`src/design/ppp_pkg.sv`:
```
// Package for the perspective point projection core: payload structs,
// field widths, codes, defaults and the 32-bit saturation helper.
// No dependencies.
`default_nettype none

package ppp_pkg;

    localparam int FRAC_BITS_DEFAULT = 16;
    localparam int COORD_W    = 32;
    localparam int COEF_COUNT = 20;
    localparam int COEF_IDX_W = 5;
    localparam int DIM_W      = 10;
    localparam int NEAR_W     = 31;

    localparam int CFG_IDX_W  = 2;
    localparam int CFG_DATA_W = 31;

    localparam logic [CFG_IDX_W-1:0] CFG_SCREEN_COLS   = 2'd0;
    localparam logic [CFG_IDX_W-1:0] CFG_SCREEN_ROWS   = 2'd1;
    localparam logic [CFG_IDX_W-1:0] CFG_NEAR_DISTANCE = 2'd2;

    localparam logic [DIM_W-1:0]  SCREEN_COLS_RESET   = 10'd80;
    localparam logic [DIM_W-1:0]  SCREEN_ROWS_RESET   = 10'd24;
    localparam logic [NEAR_W-1:0] NEAR_DISTANCE_RESET = 31'd6554;

    localparam logic ACT_LOAD    = 1'b0;
    localparam logic ACT_PROJECT = 1'b1;

    // shared multiplier operand and accumulator widths
    localparam int MUL_AW = 35;
    localparam int MUL_BW = 33;
    localparam int PROD_W = MUL_AW + MUL_BW;
    localparam int ACC_W  = PROD_W + 2;
    localparam int SAT_W  = ACC_W + 1;

    // viewport operand clamp, 2^33: beyond it the screen value saturates anyway
    localparam int VP_LIM_SHIFT = 33;

    typedef struct packed {
        logic                       action;
        logic [COEF_IDX_W-1:0]      coef_index;
        logic signed [COORD_W-1:0]  coef_value;
        logic signed [COORD_W-1:0]  point_x;
        logic signed [COORD_W-1:0]  point_y;
        logic signed [COORD_W-1:0]  point_z;
    } ppp_in_t;

    typedef struct packed {
        logic signed [COORD_W-1:0]  screen_x;
        logic signed [COORD_W-1:0]  screen_y;
        logic signed [COORD_W-1:0]  view_depth;
        logic                       in_front;
        logic                       no_divide;
    } ppp_out_t;

    typedef struct packed {
        logic en;
        logic clr;
    } ppp_mac_ctl_t;

    function automatic logic signed [COORD_W-1:0] sat32(input logic signed [SAT_W-1:0] v);
        logic signed [COORD_W-1:0] r;
        if ((&v[SAT_W-1:COORD_W-1]) || (~|v[SAT_W-1:COORD_W-1])) begin
            r = v[COORD_W-1:0];
        end
        else if (v[SAT_W-1]) begin
            r = {1'b1, {(COORD_W-1){1'b0}}};
        end
        else begin
            r = {1'b0, {(COORD_W-1){1'b1}}};
        end
        return r;
    endfunction

endpackage

`default_nettype wire

```
`src/design/ppp_mac.sv`:
```
// Shared multiply-accumulate unit: one registered signed multiplier
// followed by an accumulator. Depends on ppp_pkg.
`default_nettype none

module ppp_mac (
    input  logic                                clk,
    input  logic                                rst_n,
    input  ppp_pkg::ppp_mac_ctl_t               ctl,
    input  logic signed [ppp_pkg::MUL_AW-1:0]   a,
    input  logic signed [ppp_pkg::MUL_BW-1:0]   b,
    output logic signed [ppp_pkg::ACC_W-1:0]    acc
);
    import ppp_pkg::*;

    logic signed [PROD_W-1:0] prod_reg;
    ppp_mac_ctl_t             ctl_reg;
    logic signed [ACC_W-1:0]  acc_reg;
    logic signed [ACC_W-1:0]  acc_next;

    always_comb
    begin
        acc_next = acc_reg;
        if (ctl_reg.en)
        begin
            acc_next = (ctl_reg.clr ? '0 : acc_reg)
                     + {{(ACC_W-PROD_W){prod_reg[PROD_W-1]}}, prod_reg};
        end
    end

    always_ff @(posedge clk or negedge rst_n)
    begin
        if (!rst_n)
        begin
            ctl_reg <= '0;
        end
        else
        begin
            ctl_reg <= ctl;
        end
    end

    always_ff @(posedge clk)
    begin
        prod_reg <= a * b;
        acc_reg  <= acc_next;
    end

    assign acc = acc_reg;

endmodule

`default_nettype wire

```
`config.mk`:
```
export PLATFORM = sky130hd
export DESIGN_NAME = ppp_mac
export DESIGN_NICKNAME = d
export VERILOG_FILES = /design/src/design/ppp_pkg.sv /design/src/design/ppp_mac.sv
export SDC_FILE = /design/constraint.sdc
export NUM_CORES = 2
export LEC_CHECK = 0
export BUFFER_PORTS_ARGS = -buffer_cell sky130_fd_sc_hd__buf_2
export CORE_ASPECT_RATIO = 1.4
export CORE_MARGIN = 8
export CORE_UTILIZATION = 45
export DETAILED_ROUTE_END_ITERATION = 16
export GPL_ROUTABILITY_DRIVEN = 1
export PLACE_DENSITY_LB_ADDON = 0.15
export SYNTH_ARGS = -nofsm -noshare
export SYNTH_HDL_FRONTEND = slang
export SYNTH_SLANG_ARGS = --single-unit
```
`constraint.sdc`:
```
create_clock -name clk -period 4.9 [get_ports clk]
set_clock_uncertainty 0.15 [all_clocks]
set_input_delay 0.735 -clock clk [delete_from_list [all_inputs] [get_ports clk]]
set_output_delay 0.735 -clock clk [all_outputs]
set_load 0.1 [all_outputs]
```
After elaboration in Yosys (flattened, before gate mapping) --
Cells that the tools add are included. Widths: inputs -> output; s select.
Cells by class: bitwise gates (word level) 0, $lt $le $gt $ge 0, shifts and indexed selects 0, multiplexer cells 1, $mul 1, reductions and logical operators 0, divide/modulo/power cells 0, equal/unequal tests 0, add/sub/neg operators 1
Operators with widths (count):
- $add 70x70->70 | 1
- $mux 70 | 1
- $mul 35x33->68 | 1
Storage, ports and cells: input bits 72, register bits after elaboration 140, memories kept 0, output and inout port bits 70, word-level logic and storage cells 7, memory bits (read-only) 0, RAM bits 0, bits in latches 0

Logic depth before layout (Yosys ltp) --
word-level depth 2, gate-level depth with buffers 30, depth with buffers taken out 28

Worst setup path before layout --
OpenSTA, ideal clock, no wires.
kind input-to-reg, start point input a[34] in the netlist's numbering, end point register prod_reg[66], arrival 7.954 ns, slack -3.276 ns, cell stages on the path 27, setup time 0.072 ns, cell sequence clkbuf_1 nand2_1 inv_1 fa_1 inv_1 fa_1 inv_1 fa_1 fa_1 fa_1 fa_1 fa_1 inv_1 fa_1 inv_1 ha_1 buf_2 a21o_1 a21o_1 a21o_1 a21o_1 a21oi_1 o21ai_0 a41oi_2 o21ai_2 a41oi_2 xnor2_1
Between the ends: cells in the longest elaborated chain, start to end 1
Ends and longest elaborated chain:
- start, declared | line ppp_mac.sv:9 | input logic signed [ppp_pkg::MUL_AW-1:0] a,
- $mul 35x33->68 | line ppp_mac.sv:44 | prod_reg <= a * b;
- end signal, assigned | line ppp_mac.sv:44
- end, declared | line ppp_mac.sv:15 | logic signed [PROD_W-1:0] prod_reg;
Every way passes these cells. A chain may end at the register's enable or synchronous reset.

Worst setup path in the final report --
start point input b[0] in the netlist's numbering, end point register prod_reg[51]
Between the ends: cells in the longest elaborated chain, start to end 1
Ends and longest elaborated chain:
- start, declared | line ppp_mac.sv:10 | input logic signed [ppp_pkg::MUL_BW-1:0] b,
- $mul 35x33->68 | line ppp_mac.sv:44
Every way passes these cells.

==> reports/summary.txt <==
Synth top area cells = fa_1, inv_1, ha_1
Worst skew pair latency = 0.44 ns
FMAX = 131 MHz
Post-Route Utilization = 54.2%
Crit path buf inv count = 11
Syn-to-layout area delta = 19.4%
CP delay by family, top = adder cells
Synth area leader = fa_1
Slew margin rel. = 41.0%
Die X-Extent = 295 um
Row count = 143
Most common cell after layout, fill and taps aside = inv_1
Yosys reg bits = 140
Final ANT Viol Nets = 0
Cells after DPL = 7167
Hold crit path type = in -> reg
Largest net degree at the start of global routing = 64
Per-cell routed wire length = 19.7 um
Asr flop ratio synth = 1.43%
FF-to-FF setup slack = 0.50 ns
Core ar. = 0.108 mm2
Initial antenna violation count = 4
Cells after Synth = 5325
WHS = 0.248 ns
PortBufs = 141
Final Hold Fails = 0
Total GRT Usage = 24.7%
Final worst slack = -2.75 ns
Clock Path Buffers = 2
Post-Syn Area = 0.0492 mm2
Max Cap Viol = 0
Failing checks = negative setup slack
DRT Wirelength = 143 mm
Grt ovf = 0
H-tree depth = 4
Mean post-synth cell area = 9.24 um2
WP data required = 5.12 ns
Detail Placement HPWL = 126 mm
Vias per cell = 5.08
Max FFs per register = 70
Worst Setup Start Kind = primary input
Clock transition at path regs = 0.06 ns
Number of global-route vias before repair = 42800
RSZ-0062 raised after global routing = true
Die Y = 407 um
Tcrit/Tclk final = 156%
Crit. End Element = register
Crit path DAT = 7.87 ns
Most frequent cells in the layout = inv_1, fa_1, nand2_1
Critical Path Fanout Max = 6
Inserted Clock Buffers = 17
Initial Util = 45.4%
CTS sink count = 140
Post-Layout Cell Count = 7278
WS Path Type = in -> reg
Critical path's slowest cell = fa_2
Fin Setup TNS = -129.24 ns
Detailed Route Iter0 Violations = 1597
Die area = 0.120 mm2
First-pass GRT wire length = 232 mm
Layout cell share with drive strength beyond 1 = 19.3%
Syn_nets = 6895
Vias = 37000
Nets@finish = 7371
CTS tree = yes
Main synth FF type = edfxtp_1
GPL Wtd Cong = 0.900
Sequential-to-total area share from yosys stat = 7.14%
Status = finished with violations
Top cell type's share of synthesized area = 49.2%
Worst-Margin Slew = 0.886 ns
Clock root cell = clkbuf_16
Yosys warns = 0
CP peak stage delay = 0.61 ns
Tmin final = 7.65 ns
First-pass iteration count of the detailed router = 6
DRC Markers = 0
Slew Limit Fails = 0
Unique masters post-synth = 75
I/O Pins = 142
Setup-failing EPs final = 59
Post-synth EDFFs = 70
[kinds of logic (layout without fill, tap and decap cells)]
family                   after synthesis  after routing  share of synthesized area, %
AO/OA/AOI/OAI                        456            456                          6.10
other                                  0             14                             0
XOR/XNOR                             140            140                          2.49
buffers and inverters               1538           2027                          11.8
AND/OR/NAND/NOR                     1552           1552                          15.9
flip-flops                           140            140                          7.14
multiplexers                           1              1                        0.0203
adder cells (fa/ha/maj)             1498           1498                          56.5
[layer usage]
layer  vias to the layer above  global-route usage, %  part of all wire (%)  routed length, um
li1                      16600                      -                     -                  -
met1                     19200                   24.1                    32              46100
met2                       756                   49.4                    57              82200
met3                       379                   1.69                   2.3               3230
met4                         0                   15.2                   8.1              11500
met5                         -                      0                     0                  0
[worst register-to-register path, cell delays in order, from the launching register on]
cell	delay, ns
dfrtp_2	0.67
buf_12	0.29
nor2b_1	0.12
ha_1	0.44
nand2_1	0.16
nor3_1	0.38
nand4_1	0.14
o41ai_1	0.51
nor2_1	0.24
o31ai_2	0.43
a21oi_1	0.21
a31o_2	0.29
xnor2_1	0.12
[cell usage after synthesis, types with 4 or more instances]
cell type	count
a21o_1	79
xnor2_1	99
nand3_1	28
nor2b_1	82
a31oi_1	17
nor3_1	15
o21bai_1	22
a221oi_1	6
a2111oi_0	4
edfxtp_1	70
or3_1	6
a21oi_1	136
a211oi_1	12
a41oi_1	5
inv_1	1263
o21ai_0	64
o31ai_1	5
o21a_1	19
o21ai_1	17
and2_1	577
a311oi_1	5
nor2_1	95
a2111o_1	4
and4_1	8
xor2_1	41
and3_1	25
or2_2	6
fa_1	1208
ha_1	290
a31o_2	7
nand2_1	644
clkbuf_1	269
o211ai_1	13
dfxtp_1	68
nand4_1	31
nand2b_1	23
[through the flow]
step | cell area, um2 | setup WS, ns
floorplan | 50200 | -2.73
global placement | 55400 | -3.62
detailed placement | 55400 | -3.63
CTS | 58000 | -2.76
global route | 58800 | -3.00
finish | 58800 | -2.75
[timing repair]
action | CTS | global route
gates resized for setup | 389 | 137
hold buffers | 1 | 0
setup endpoints to repair | 59 | 60
buffers inserted | 54 | 26
pin swaps | 219 | 152
hold endpoints to repair | 2 | 0
cloned | 2 | 1
[area by class of cell]
class	instances	area, um2
inverter	1264	4740
clock buffer	20	489
multi-input combinational	3647	41500
tap	1450	1810
clock inverter	12	97.6
antenna	14	35.0
sequential	140	3520
fill	10100	49700
timing repair buffer	731	6520
[worst paths after layout]
kind / end / startpoint / cells after the start
hold reg to reg: acc[0]$_DFFE_PP_ / prod_reg[0]$_DFF_P_ / 1
setup / recovery: prod_reg[51]$_DFF_P_ / b[0] / 30
hold / removal: ctl_reg[1]$_DFF_PN0_ / ctl[1] / 1
min in group asynchronous: ctl_reg[1]$_DFF_PN0_ / rst_n / 2
setup reg to reg: acc[67]$_DFFE_PP_ / ctl_reg[0]$_DFF_PN0_ / 12
max in group asynchronous: ctl_reg[0]$_DFF_PN0_ / rst_n / 2
Power is left out: the tool's default activity adds up to more than one toggle a clock period on the data nets, which glitch-free logic cannot reach.
