### config.mk
export PLATFORM = sky130hd
export DESIGN_NAME = ppp_div
export DESIGN_NICKNAME = d
export VERILOG_FILES = /design/src/design/ppp_pkg.sv /design/src/design/ppp_div.sv
export SDC_FILE = /design/constraint.sdc
export NUM_CORES = 1
export LEC_CHECK = 0
export BUFFER_PORTS_ARGS = -buffer_cell sky130_fd_sc_hd__buf_2
export CAP_MARGIN = 20
export CORE_MARGIN = 3
export CORE_UTILIZATION = 50
export CTS_CLUSTER_SIZE = 10
export DETAILED_ROUTE_END_ITERATION = 16
export HOLD_SLACK_MARGIN = 0.15
export PLACE_DENSITY_LB_ADDON = 0.2
export SYNTH_ARGS = -nofsm -noshare
export SYNTH_HDL_FRONTEND = slang
export SYNTH_SLANG_ARGS = --single-unit
### constraint.sdc
create_clock -name clk -period 6.85 [get_ports clk]
set_input_delay 1.37 -clock clk [delete_from_list [all_inputs] [get_ports clk]]
set_output_delay 1.37 -clock clk [all_outputs]
set_load 0.005 [all_outputs]
### src/design/ppp_pkg.sv
// Package for the perspective point projection core: payload structs,
// field widths, codes, defaults and the 32-bit saturation helper.
// No dependencies.
`default_nettype none

package ppp_pkg;

    localparam int FRAC_BITS_DEFAULT = 16;
    localparam int COORD_W    = 32;
    localparam int COEF_COUNT = 20;
    localparam int COEF_IDX_W = 5;
    localparam int DIM_W      = 10;
    localparam int NEAR_W     = 31;

    localparam int CFG_IDX_W  = 2;
    localparam int CFG_DATA_W = 31;

    localparam logic [CFG_IDX_W-1:0] CFG_SCREEN_COLS   = 2'd0;
    localparam logic [CFG_IDX_W-1:0] CFG_SCREEN_ROWS   = 2'd1;
    localparam logic [CFG_IDX_W-1:0] CFG_NEAR_DISTANCE = 2'd2;

    localparam logic [DIM_W-1:0]  SCREEN_COLS_RESET   = 10'd80;
    localparam logic [DIM_W-1:0]  SCREEN_ROWS_RESET   = 10'd24;
    localparam logic [NEAR_W-1:0] NEAR_DISTANCE_RESET = 31'd6554;

    localparam logic ACT_LOAD    = 1'b0;
    localparam logic ACT_PROJECT = 1'b1;

    // shared multiplier operand and accumulator widths
    localparam int MUL_AW = 35;
    localparam int MUL_BW = 33;
    localparam int PROD_W = MUL_AW + MUL_BW;
    localparam int ACC_W  = PROD_W + 2;
    localparam int SAT_W  = ACC_W + 1;

    // viewport operand clamp, 2^33: beyond it the screen value saturates anyway
    localparam int VP_LIM_SHIFT = 33;

    typedef struct packed {
        logic                       action;
        logic [COEF_IDX_W-1:0]      coef_index;
        logic signed [COORD_W-1:0]  coef_value;
        logic signed [COORD_W-1:0]  point_x;
        logic signed [COORD_W-1:0]  point_y;
        logic signed [COORD_W-1:0]  point_z;
    } ppp_in_t;

    typedef struct packed {
        logic signed [COORD_W-1:0]  screen_x;
        logic signed [COORD_W-1:0]  screen_y;
        logic signed [COORD_W-1:0]  view_depth;
        logic                       in_front;
        logic                       no_divide;
    } ppp_out_t;

    typedef struct packed {
        logic en;
        logic clr;
    } ppp_mac_ctl_t;

    function automatic logic signed [COORD_W-1:0] sat32(input logic signed [SAT_W-1:0] v);
        logic signed [COORD_W-1:0] r;
        if ((&v[SAT_W-1:COORD_W-1]) || (~|v[SAT_W-1:COORD_W-1])) begin
            r = v[COORD_W-1:0];
        end
        else if (v[SAT_W-1]) begin
            r = {1'b1, {(COORD_W-1){1'b0}}};
        end
        else begin
            r = {1'b0, {(COORD_W-1){1'b1}}};
        end
        return r;
    endfunction

endpackage

`default_nettype wire

### src/design/ppp_div.sv
// Two-lane restoring divider sharing one divisor, one quotient bit per lane
// per cycle, truncating toward zero. Depends on ppp_pkg.
`default_nettype none

module ppp_div #(
    parameter int FRAC_BITS = ppp_pkg::FRAC_BITS_DEFAULT
) (
    input  logic                                    clk,
    input  logic                                    rst_n,
    input  logic                                    start,
    input  logic signed [ppp_pkg::COORD_W-1:0]      num_x,
    input  logic signed [ppp_pkg::COORD_W-1:0]      num_y,
    input  logic signed [ppp_pkg::COORD_W-1:0]      den,
    output logic                                    done,
    output logic signed [ppp_pkg::COORD_W+FRAC_BITS:0] quo_x,
    output logic signed [ppp_pkg::COORD_W+FRAC_BITS:0] quo_y
);
    import ppp_pkg::*;

    localparam int DW    = COORD_W + FRAC_BITS;
    localparam int CNT_W = $clog2(DW + 1);

    function automatic logic [COORD_W-1:0] mag(input logic signed [COORD_W-1:0] v);
        return v[COORD_W-1] ? (~v + COORD_W'(1)) : v;
    endfunction

    logic               busy_reg, busy_next;
    logic               done_reg, done_next;
    logic [CNT_W-1:0]   cnt_reg, cnt_next;
    logic [DW-1:0]      dvd_x_reg, dvd_x_next, dvd_y_reg, dvd_y_next;
    logic [COORD_W-1:0] rem_x_reg, rem_x_next, rem_y_reg, rem_y_next;
    logic [COORD_W-1:0] den_reg, den_next;
    logic               neg_x_reg, neg_x_next, neg_y_reg, neg_y_next;

    logic [COORD_W:0]   rem_sh_x, rem_sh_y, den_ext;
    logic               ge_x, ge_y;

    always_comb
    begin
        den_ext  = {1'b0, den_reg};
        rem_sh_x = {rem_x_reg, dvd_x_reg[DW-1]};
        rem_sh_y = {rem_y_reg, dvd_y_reg[DW-1]};
        ge_x     = (rem_sh_x >= den_ext);
        ge_y     = (rem_sh_y >= den_ext);

        busy_next  = busy_reg;
        done_next  = 1'b0;
        cnt_next   = cnt_reg;
        dvd_x_next = dvd_x_reg;
        dvd_y_next = dvd_y_reg;
        rem_x_next = rem_x_reg;
        rem_y_next = rem_y_reg;
        den_next   = den_reg;
        neg_x_next = neg_x_reg;
        neg_y_next = neg_y_reg;

        if (start)
        begin
            busy_next  = 1'b1;
            cnt_next   = CNT_W'(DW);
            dvd_x_next = {mag(num_x), {FRAC_BITS{1'b0}}};
            dvd_y_next = {mag(num_y), {FRAC_BITS{1'b0}}};
            rem_x_next = '0;
            rem_y_next = '0;
            den_next   = mag(den);
            neg_x_next = num_x[COORD_W-1] ^ den[COORD_W-1];
            neg_y_next = num_y[COORD_W-1] ^ den[COORD_W-1];
        end
        else if (busy_reg)
        begin
            rem_x_next = ge_x ? COORD_W'(rem_sh_x - den_ext) : rem_sh_x[COORD_W-1:0];
            rem_y_next = ge_y ? COORD_W'(rem_sh_y - den_ext) : rem_sh_y[COORD_W-1:0];
            dvd_x_next = {dvd_x_reg[DW-2:0], ge_x};
            dvd_y_next = {dvd_y_reg[DW-2:0], ge_y};
            cnt_next   = cnt_reg - CNT_W'(1);
            if (cnt_reg == CNT_W'(1))
            begin
                busy_next = 1'b0;
                done_next = 1'b1;
            end
        end
    end

    always_ff @(posedge clk or negedge rst_n)
    begin
        if (!rst_n)
        begin
            busy_reg <= 1'b0;
            done_reg <= 1'b0;
            cnt_reg  <= '0;
        end
        else
        begin
            busy_reg <= busy_next;
            done_reg <= done_next;
            cnt_reg  <= cnt_next;
        end
    end

    always_ff @(posedge clk)
    begin
        dvd_x_reg <= dvd_x_next;
        dvd_y_reg <= dvd_y_next;
        rem_x_reg <= rem_x_next;
        rem_y_reg <= rem_y_next;
        den_reg   <= den_next;
        neg_x_reg <= neg_x_next;
        neg_y_reg <= neg_y_next;
    end

    assign done  = done_reg;
    assign quo_x = neg_x_reg ? -$signed({1'b0, dvd_x_reg}) : $signed({1'b0, dvd_x_reg});
    assign quo_y = neg_y_reg ? -$signed({1'b0, dvd_y_reg}) : $signed({1'b0, dvd_y_reg});

endmodule

`default_nettype wire

# Word-level counts from Yosys, hierarchy flattened
# Index checks and enable logic that the tools add are counted.
# W data, S select, Z words.
[word_totals]
reg_bits = 202
inputBits = 99
output_inout_bits = 99
elab_cells = 49
[classes]
addsub = 8
order_cmp = 2
eq_ne = 1
n_mux = 19
bitwise = 5
n_reduce_logical = 1
[op_table]
columns = ["operator", "n"]
rows = [
  ["$mux W48", 4],
  ["$mux W32", 4],
  ["$mux W49", 2],
  ["$neg A48 Y49", 2],
  ["$add A32 B2 Y32 const B", 3],
  ["$not A32 Y32", 3],
  ["$ge A33 B32 Y1", 2],
  ["$sub A32 B32 Y32", 2],
  ["$mux W31", 1],
  ["$mux W6", 2],
  ["$eq A6 B1 Y1 const B", 1],
  ["$mux W1", 6],
  ["$sub A6 B1 Y6 const B", 1],
  ["$reduce_bool A2 Y1", 1],
  ["$xor A1 B1 Y1", 2],
]

# Longest topological paths before layout
# Gate-level depths: netlist (run 1).
[logic_depth]
depth_word = 4
ltp_mapped = 14
depth_no_buf = 12

# Worst setup path after synthesis (run 1)
# No wires, ideal clock.
[synth_timing]
path_type = "reg2out"
startpoint = "register dvd_y_reg[24]"
endpoint = "output port quo_y[46] (netlist name)"
arrival_ps = 3401
t_required_ps = 5480
setup_slack_ps = 2079
stages_incl_launch_ff = 10
n_path_buf = 0
cell_sequence = "edfxtp_1 > or4_4 > or4_1 > or2_1 > or4_1 > or2_1 > or4_4 > or3_4 > o31ai_4 > xnor2_1"
[synth_via]
elab_chain_len = 2
[synth_rtl]
columns = ["item", "line_no", "text"]
rows = [
  ["from (decl)", "ppp_div.sv:30", "logic [DW-1:0] dvd_x_reg, dvd_x_next, dvd_y_reg, dvd_y_next;"],
  ["from (signal assigned)", "ppp_div.sv:103", "dvd_y_reg <= dvd_y_next;"],
  ["$neg A48 Y49", "ppp_div.sv:113", "assign quo_y = neg_y_reg ? -$signed({1'b0, dvd_y_reg}) : $signed({1'b0, dvd_y_reg});"],
  ["$mux W49", "ppp_div.sv:113", ""],
  ["to (decl)", "ppp_div.sv:16", "output logic signed [ppp_pkg::COORD_W+FRAC_BITS:0] quo_y"],
]
# No other way between the ends.

# Worst setup path after layout (run 1)
[layout_timing]
startpoint = "register dvd_x_reg[2]"
endpoint = "output port quo_x[43] (netlist name)"
[layout_via]
elab_chain_len = 2
[layout_rtl]
columns = ["item", "line_no", "text"]
rows = [
  ["from (decl)", "ppp_div.sv:30", ""],
  ["from (signal assigned)", "ppp_div.sv:102", "dvd_x_reg <= dvd_x_next;"],
  ["$neg A48 Y49", "ppp_div.sv:112", "assign quo_x = neg_x_reg ? -$signed({1'b0, dvd_x_reg}) : $signed({1'b0, dvd_x_reg});"],
  ["$mux W49", "ppp_div.sv:112", ""],
  ["to (decl)", "ppp_div.sv:15", "output logic signed [ppp_pkg::COORD_W+FRAC_BITS:0] quo_x,"],
]
# No other way between the ends.

==> run_results.csv, run 1 <==
group,metric,value,unit
cts,cts-root-buf,"clkbuf_16",
power,sw_frac_of_total,34.7,%
critical_path,worstPathArrival,4.22,ns
drt,drt_iter0_markers,856,
global_route,grt_pass1_vias,12600,
yosys,ys_seq_area_share,33.8,%
placement,hpwlAfterDp,28300,um
worst_hold_path,worstHoldPathType,"reg2reg",
floorplan,die_area,0.0321,mm2
finish,drive_gt1_share,14.8,%
cts,cts_buffers,26,
finish,area.growth.synth_to_final,13.9,%
worst_hold_path,whs_path_depth,2,
drt,via_count,13400,
cts,htree_levels,1,
critical_path,regToRegSetupSlack,3.05,ns
cts,cts_tree,"built",
cts,cts_sinks,202,
yosys,synth_flop_cell,"edfxtp_1",
global_route,antenna_found_initial,2,
sta,grt_setup_unrepaired,"no",
sta,slew_viol_final,0,
drt,firstDrtPassIters,5,
cts,post_cts_buffers,0,
worst_hold_path,whs_endpoint,"rem_x_reg[1]$_SDFFE_PP0P_",
finish,num-nets-final,1994,
power,power_density,277,mW/mm2
run_status,status,"finished clean",
sta,finalSetupViolations,0,
power,p_sw,0.00164,W
placement,place_area,0.0162,mm2
yosys,synthTopCellsByArea,"edfxtp_1 (20%), dfxtp_1 (13%), xnor2_1 (12%)",
yosys,async_flop_share,3.96,%
critical_path,timing.rr.end,"rem_x_reg[28]$_SDFFE_PP0P_",
global_route,grt_pass1_wl,62600,um
cts,clk_pin_slew_worst_paths,0.06,ns
drt,drc_errors,0,
critical_path,r2r_start,"den_reg[1]$_DFFE_PP_",
yosys,syn_nets,1845,
global_route,grt_max_degree,87,
sta,worstMarginPinSlew,1.10,ns
placement,gp_congestion,0.942,
yosys,syn_area,0.0150,mm2
drt,wl_per_cell,17.5,um
placement,io_buffers,197,
global_route,grt_overflow,0,
yosys,synth.most_common_cell,"xnor2_1",
floorplan,chipHeight,179,um
yosys,postSynthCellCount,1673,
sta,finClkSkew,0.0151,ns
power,p_comb_share,38.0,%
floorplan,core-area,0.0291,mm2
drt,antenna_left,0,
power,clkPwrFrac,28.1,%
worst_hold_path,min_from,"rem_x_reg[1]$_SDFFE_PP0P_",
sta,hold_violations,0,
floorplan,fp.dieW,179,um
yosys,yosysTopAreaCellShare,19.6,%
drt,vias_per_cell,6.00,
critical_path,end_kind,"output pin",
cts,clock_tree.buffer_depth,3,
power,ir_worst_vdd,0.000195,V
finish,fill_cells,2586,
sta,period_minus_slack,5.59,ns
critical_path,critPathMaxFanout,8,
floorplan,pin_count,198,
sta,finalCritPeriodShare,81.6,%
power,p_int,0.00309,W
power,p_leak,7.19,nW
global_route,track_usage,23.5,%
sta,fmaxAchievable,179,MHz
yosys,avgSynthCellArea,8.96,um2
drt,finalWirelength,38900,um
sta,tns,0,ns
cts,post_cts_resized,0,
critical_path,start_kind,"flop",
job,drv_cap,0,
finish,final_util,58.7,%
critical_path,crit_required,5.48,ns
cts,clkLatencyLatePin,0.54,ns
critical_path,reg2regPathDepth,12,
floorplan,fp-row-count,62,
finish,final_cell_area,0.0171,mm2
yosys,synth_commonest_cells,"xnor2_1 (209), nand2_1 (126), o21ai_0 (118), nor2_1 (115), edfxtp_1 (98)",
yosys,yosys_warnings,0,
critical_path,crit_type,"reg2out",
yosys,ys_types,71,
yosys,ys_seq_elements,202,
sta,relSlewSlack,26.8,%
yosys,synth_edf_count,98,
cts,postCtsHoldBufs,0,
floorplan,initial_core_util,51.5,%
yosys,synth_top_area_cell,"edfxtp_1",
power,seqPwrFrac,33.9,%
==> cell families (layout without fill, tap and decap cells) <==
family | Yosys count | after routing | synth area share (%)
xor+xnor | 235 | 235 | 13.7
other cells | 0 | 1 | 0
flops | 202 | 202 | 33.8
mux | 74 | 74 | 4.97
fa+ha+maj | 73 | 73 | 6.19
compound gates | 482 | 482 | 22.2
buf+inv | 157 | 325 | 3.99
simple gates | 450 | 450 | 15.1
==> worst max-delay path, stage by stage (launching register included) <==
cell and delay [ns]:
dfxtp_1 0.37, or4_1 0.58, or4_1 0.49, or3_1 0.45
nor4_1 0.49, nand4_1 0.51, o31ai_1 0.53, xnor2_1 0.16
buf_2 0.12
==> placed cells by master (no fill, tap or decap), drive strengths merged, types with 22 or more instances in the layout <==
| master | count |
|---|---|
| xnor2 | 209 |
| edfxtp | 98 |
| inv | 72 |
| nand2 | 126 |
| mux2i | 71 |
| or4 | 34 |
| ha | 71 |
| buf | 207 |
| a21o | 31 |
| or3 | 39 |
| o31ai | 63 |
| o21ai | 121 |
| clkbuf | 42 |
| o41ai | 22 |
| dfxtp | 96 |
| a21oi | 65 |
| a211oi | 34 |
| xor2 | 26 |
| a22o | 64 |
| nor3 | 25 |
| nor2 | 115 |
==> metrics by stage <==
| stage | cells | power (W) | setup WS (ns) | hold WS, ns |
|---|---|---|---|---|
| floorplan | 1673 | 0.00290 | 2.08 | 0.447 |
| global placement | 2178 | 0.00336 | 1.89 | 0.474 |
| detailed placement | 2178 | 0.00340 | 1.83 | 0.482 |
| CTS | 2225 | 0.00475 | 1.26 | 0.492 |
| global route | 2226 | 0.00502 | 0.988 | 0.506 |
| finish | 2226 | 0.00472 | 1.26 | 0.489 |
==> power groups by stage <==
stage	sequential, W	clock (W)	combinational [W]
2_1_floorplan	0.00158	0	0.00132
3_5_place_dp	0.00162	0	0.00178
6_report	0.00160	0.00133	0.00179
4_1_cts	0.00160	0.00136	0.00179
5_1_grt	0.00162	0.00141	0.00199
3_3_place_gp	0.00162	0	0.00175
==> metal layers <==
layer	routed length (um)	global-route usage [%]
met1	17800	32.5
met2	17500	38.8
met3	2620	3.24
met5	13	0
met4	873	6.25
==> worst max-delay path by stage <==
stage,startpoint,end,slack (ns),depth (start not counted)
4_1_cts,dvd_y_reg[23]$_DFFE_PP_,quo_y[46],1.26,10
3_3_place_gp,dvd_y_reg[24]$_DFFE_PP_,quo_y[46],1.89,10
3_5_place_dp,dvd_y_reg[24]$_DFFE_PP_,quo_y[46],1.83,10
2_1_floorplan,dvd_y_reg[24]$_DFFE_PP_,quo_y[46],2.08,9
6_report,dvd_x_reg[2]$_SDFFE_PP0P_,quo_x[43],1.26,8
5_1_grt,dvd_x_reg[2]$_SDFFE_PP0P_,quo_x[43],0.99,8
==> cell type report <==
type | count | area (um2) | area share (%)
Multi-Input combinational cell | 1314 | 9360 | 54.8
Sequential cell | 202 | 5070 | 29.7
Timing Repair Buffer | 207 | 1070 | 6.25
Clock buffer | 42 | 752 | 4.41
Tap cell | 384 | 480 | 2.81
Inverter | 71 | 267 | 1.56
Clock inverter | 5 | 76.3 | 0.447
Antenna cell | 1 | 2.50 | 0.0147
Power figures use the tool's default switching activity.
==> run 2: changes to the inputs <==
ABC_AREA = 1   (was not set)
clock period = 5.73 ns   (was 6.85 ns; I/O delays follow)
==> run_results.csv, run 2 <==
group,metric,value,unit
placement,gp_congestion,0.981,
floorplan,fp.dieW,199,um
global_route,grt_overflow,0,
cts,htree_levels,1,
drt,finalWirelength,62800,um
floorplan,fp-row-count,70,
yosys,syn_area,0.0187,mm2
critical_path,slowest_stage,"dfxtp_1",
floorplan,pin_count,198,
job,drv_cap,0,
finish,mostFrequentLayoutCells,"nand2_1 (922), inv_1 (523), nand3_1 (284), nor2_1 (280), buf_2 (196)",
finish,final_common_cell,"nand2_1",
critical_path,cpPeakStageDelay,0.33,ns
yosys,postSynthCellCount,3040,
cts,postCtsHoldBufs,0,
placement,place_inst,3634,
yosys,ys_types,47,
yosys,synth_edf_count,98,
drt,via_count,19900,
drt,drt_iter0_markers,1528,
drt,drc_errors,0,
sta,period_minus_slack,3.82,ns
placement,post-place-ws,2.33,ns
critical_path,end_kind,"output pin",
yosys,yosysTopAreaCellShare,18.5,%
power,ir_worst_vdd,0.000237,V
floorplan,core-area,0.0367,mm2
critical_path,worstPathArrival,2.68,ns
floorplan,chipHeight,199,um
placement,hpwlAfterDp,50100,um
finish,num-nets-final,3366,
finish,final_cell_area,0.0207,mm2
drt,antenna_left,0,
sta,worstMarginPinSlew,0.969,ns
sta,finClkSkew,0.0117,ns
run_status,status,"finished clean",
yosys,syn_nets,3212,
yosys,synth_flop_cell,"edfxtp_1",
cts,clk_pin_slew_worst_paths,0.06,ns
critical_path,start_kind,"flop",
critical_path,cp_cell_sequence,"inv_1, ha_1, nand3_1, nor2_2, nand2_1, nor2_2, nand2_1, o21ai_0, xor2_1, buf_2",
drt,wl_per_cell,17.0,um
drt,firstDrtPassIters,5,
yosys,synth.most_common_cell,"nand2_1",
global_route,antenna_found_initial,5,
yosys,yosys_warnings,0,
sta,relSlewSlack,35.4,%
power,power_density,378,mW/mm2
sta,finalSetupViolations,0,
global_route,grt_max_degree,83,
yosys,async_flop_share,3.96,%
cts,post_cts_buffers,0,
global_route,grt_pass1_wl,98000,um
cts,cts_sinks,202,
global_route,track_usage,31.0,%
yosys,ys_seq_elements,202,
yosys,synth_top_area_cell,"nand2_1",
sta,layout_setup_ws,1.91,ns
sta,fmaxAchievable,262,MHz
finish,finalNonFillerCells,3683,
critical_path,crit_required,4.58,ns
cts,post_cts_resized,0,
sta,slew_viol_final,0,
critical_path,crit_type,"reg2out",
global_route,grt_pass1_vias,19000,
yosys,synthTopCellsByArea,"nand2_1 (19%), edfxtp_1 (16%), inv_1 (11%)",
floorplan,die_area,0.0397,mm2
cts,clock_tree.buffer_depth,3,
critical_path,critPathMaxFanout,4,
floorplan,initial_core_util,50.9,%
sta,tns,0,ns
placement,place_area,0.0199,mm2
sta,grt_setup_unrepaired,"no",
cts,cts_buffers,24,
cts,cts_tree,"built",
finish,drive_gt1_share,9.25,%
sta,hold_violations,0,
placement,io_buffers,197,
sta,finalCritPeriodShare,66.7,%
cts,clkLatencyLatePin,0.53,ns
power,p_leak,10.8,nW
finish,area.growth.synth_to_final,10.7,%
yosys,synth_commonest_cells,"nand2_1 (922), inv_1 (523), nand3_1 (284), nor2_1 (282), o21ai_0 (137)",
power,power.total,0.00781,W
cts,cts-root-buf,"clkbuf_16",
yosys,ys_seq_area_share,27.1,%
yosys,avgSynthCellArea,6.14,um2
drt,vias_per_cell,5.41,
worst_hold_path,worstHoldPathType,"in2async",
## run 2: cell type report
cell class / count / area, um2
fillers: 3702 / 16000
multi-input cells: 2224 / 11200
repair buffers: 208 / 1100
diodes: 4 / 10.0
clock buffers: 42 / 709
clock inverters: 1 / 5.00
inverters: 534 / 2010
well taps: 468 / 586
flip-flops and latches: 202 / 5060
## run 2: cell families (layout without fill, tap and decap cells)
logic type                 after synthesis  count (layout)  share of synthesized area, %
xor gates and xnor gates               141             141                          6.61
and+or+nand+nor                       1676            1676                          38.3
AOI/OAI and AO/OA                      334             334                          9.94
adders and majority gates               73              73                          4.97
buffers and inverters                  614             785                          13.0
DFF                                    202             202                          27.1
other                                    0               4                             0
## run 2: metal layers
layer  global-route usage, %  vias to the layer above  wire length, um
li1                        -                     9995                -
met5                       0                        -               13
met1                    37.7                     9038            25100
met2                    54.7                      742            30000
met3                    3.89                      164             4170
met4                    14.4                        2             3430
## run 2: power breakdown
group | total, W | switching [W] | internal, W
logic | 0.00435 | 0.00285 | 0.00150
clock network | 0.00142 | 0.000594 | 0.000830
registers | 0.00204 | 0.000220 | 0.00182
## run 2: through the flow
stage,hold WS (ns),utilization [%]
after global placement,0.455,54.2
after global routing,0.428,56.3
final,0.445,56.3
after detailed placement,0.461,54.2
after CTS,0.422,56.2
after floorplan,0.444,-
## run 2: worst max-delay path: cells and delay by family (launching register included)
family                   cells  cell delay, ns
AO/OA/AOI/OAI                1            0.22
XOR/XNOR                     1            0.31
adder cells (fa/ha/maj)      1            0.21
buffers and inverters        2            0.29
flip-flops                   1            0.33
AND/OR/NAND/NOR              5            0.79
## run 2: path summary, 6_finish.rpt
path                                       startpoint                          to  slack, ns  cells after the start
setup / recovery            dvd_x_reg[0]$_SDFFE_PP0P_                   quo_x[20]       1.91                     10
hold reg to reg            rem_y_reg[17]$_SDFFE_PP0P_  rem_y_reg[17]$_SDFFE_PP0P_       0.47                      2
min in group clk           rem_y_reg[17]$_SDFFE_PP0P_  rem_y_reg[17]$_SDFFE_PP0P_       0.47                      2
setup reg to reg              dvd_y_reg[47]$_DFFE_PP_  rem_y_reg[25]$_SDFFE_PP0P_       2.26                     13
max in group asynchronous                       rst_n      cnt_reg[1]$_DFFE_PN0P_       5.11                      1
hold / removal                                  rst_n      cnt_reg[3]$_DFFE_PN0P_       0.44                      1
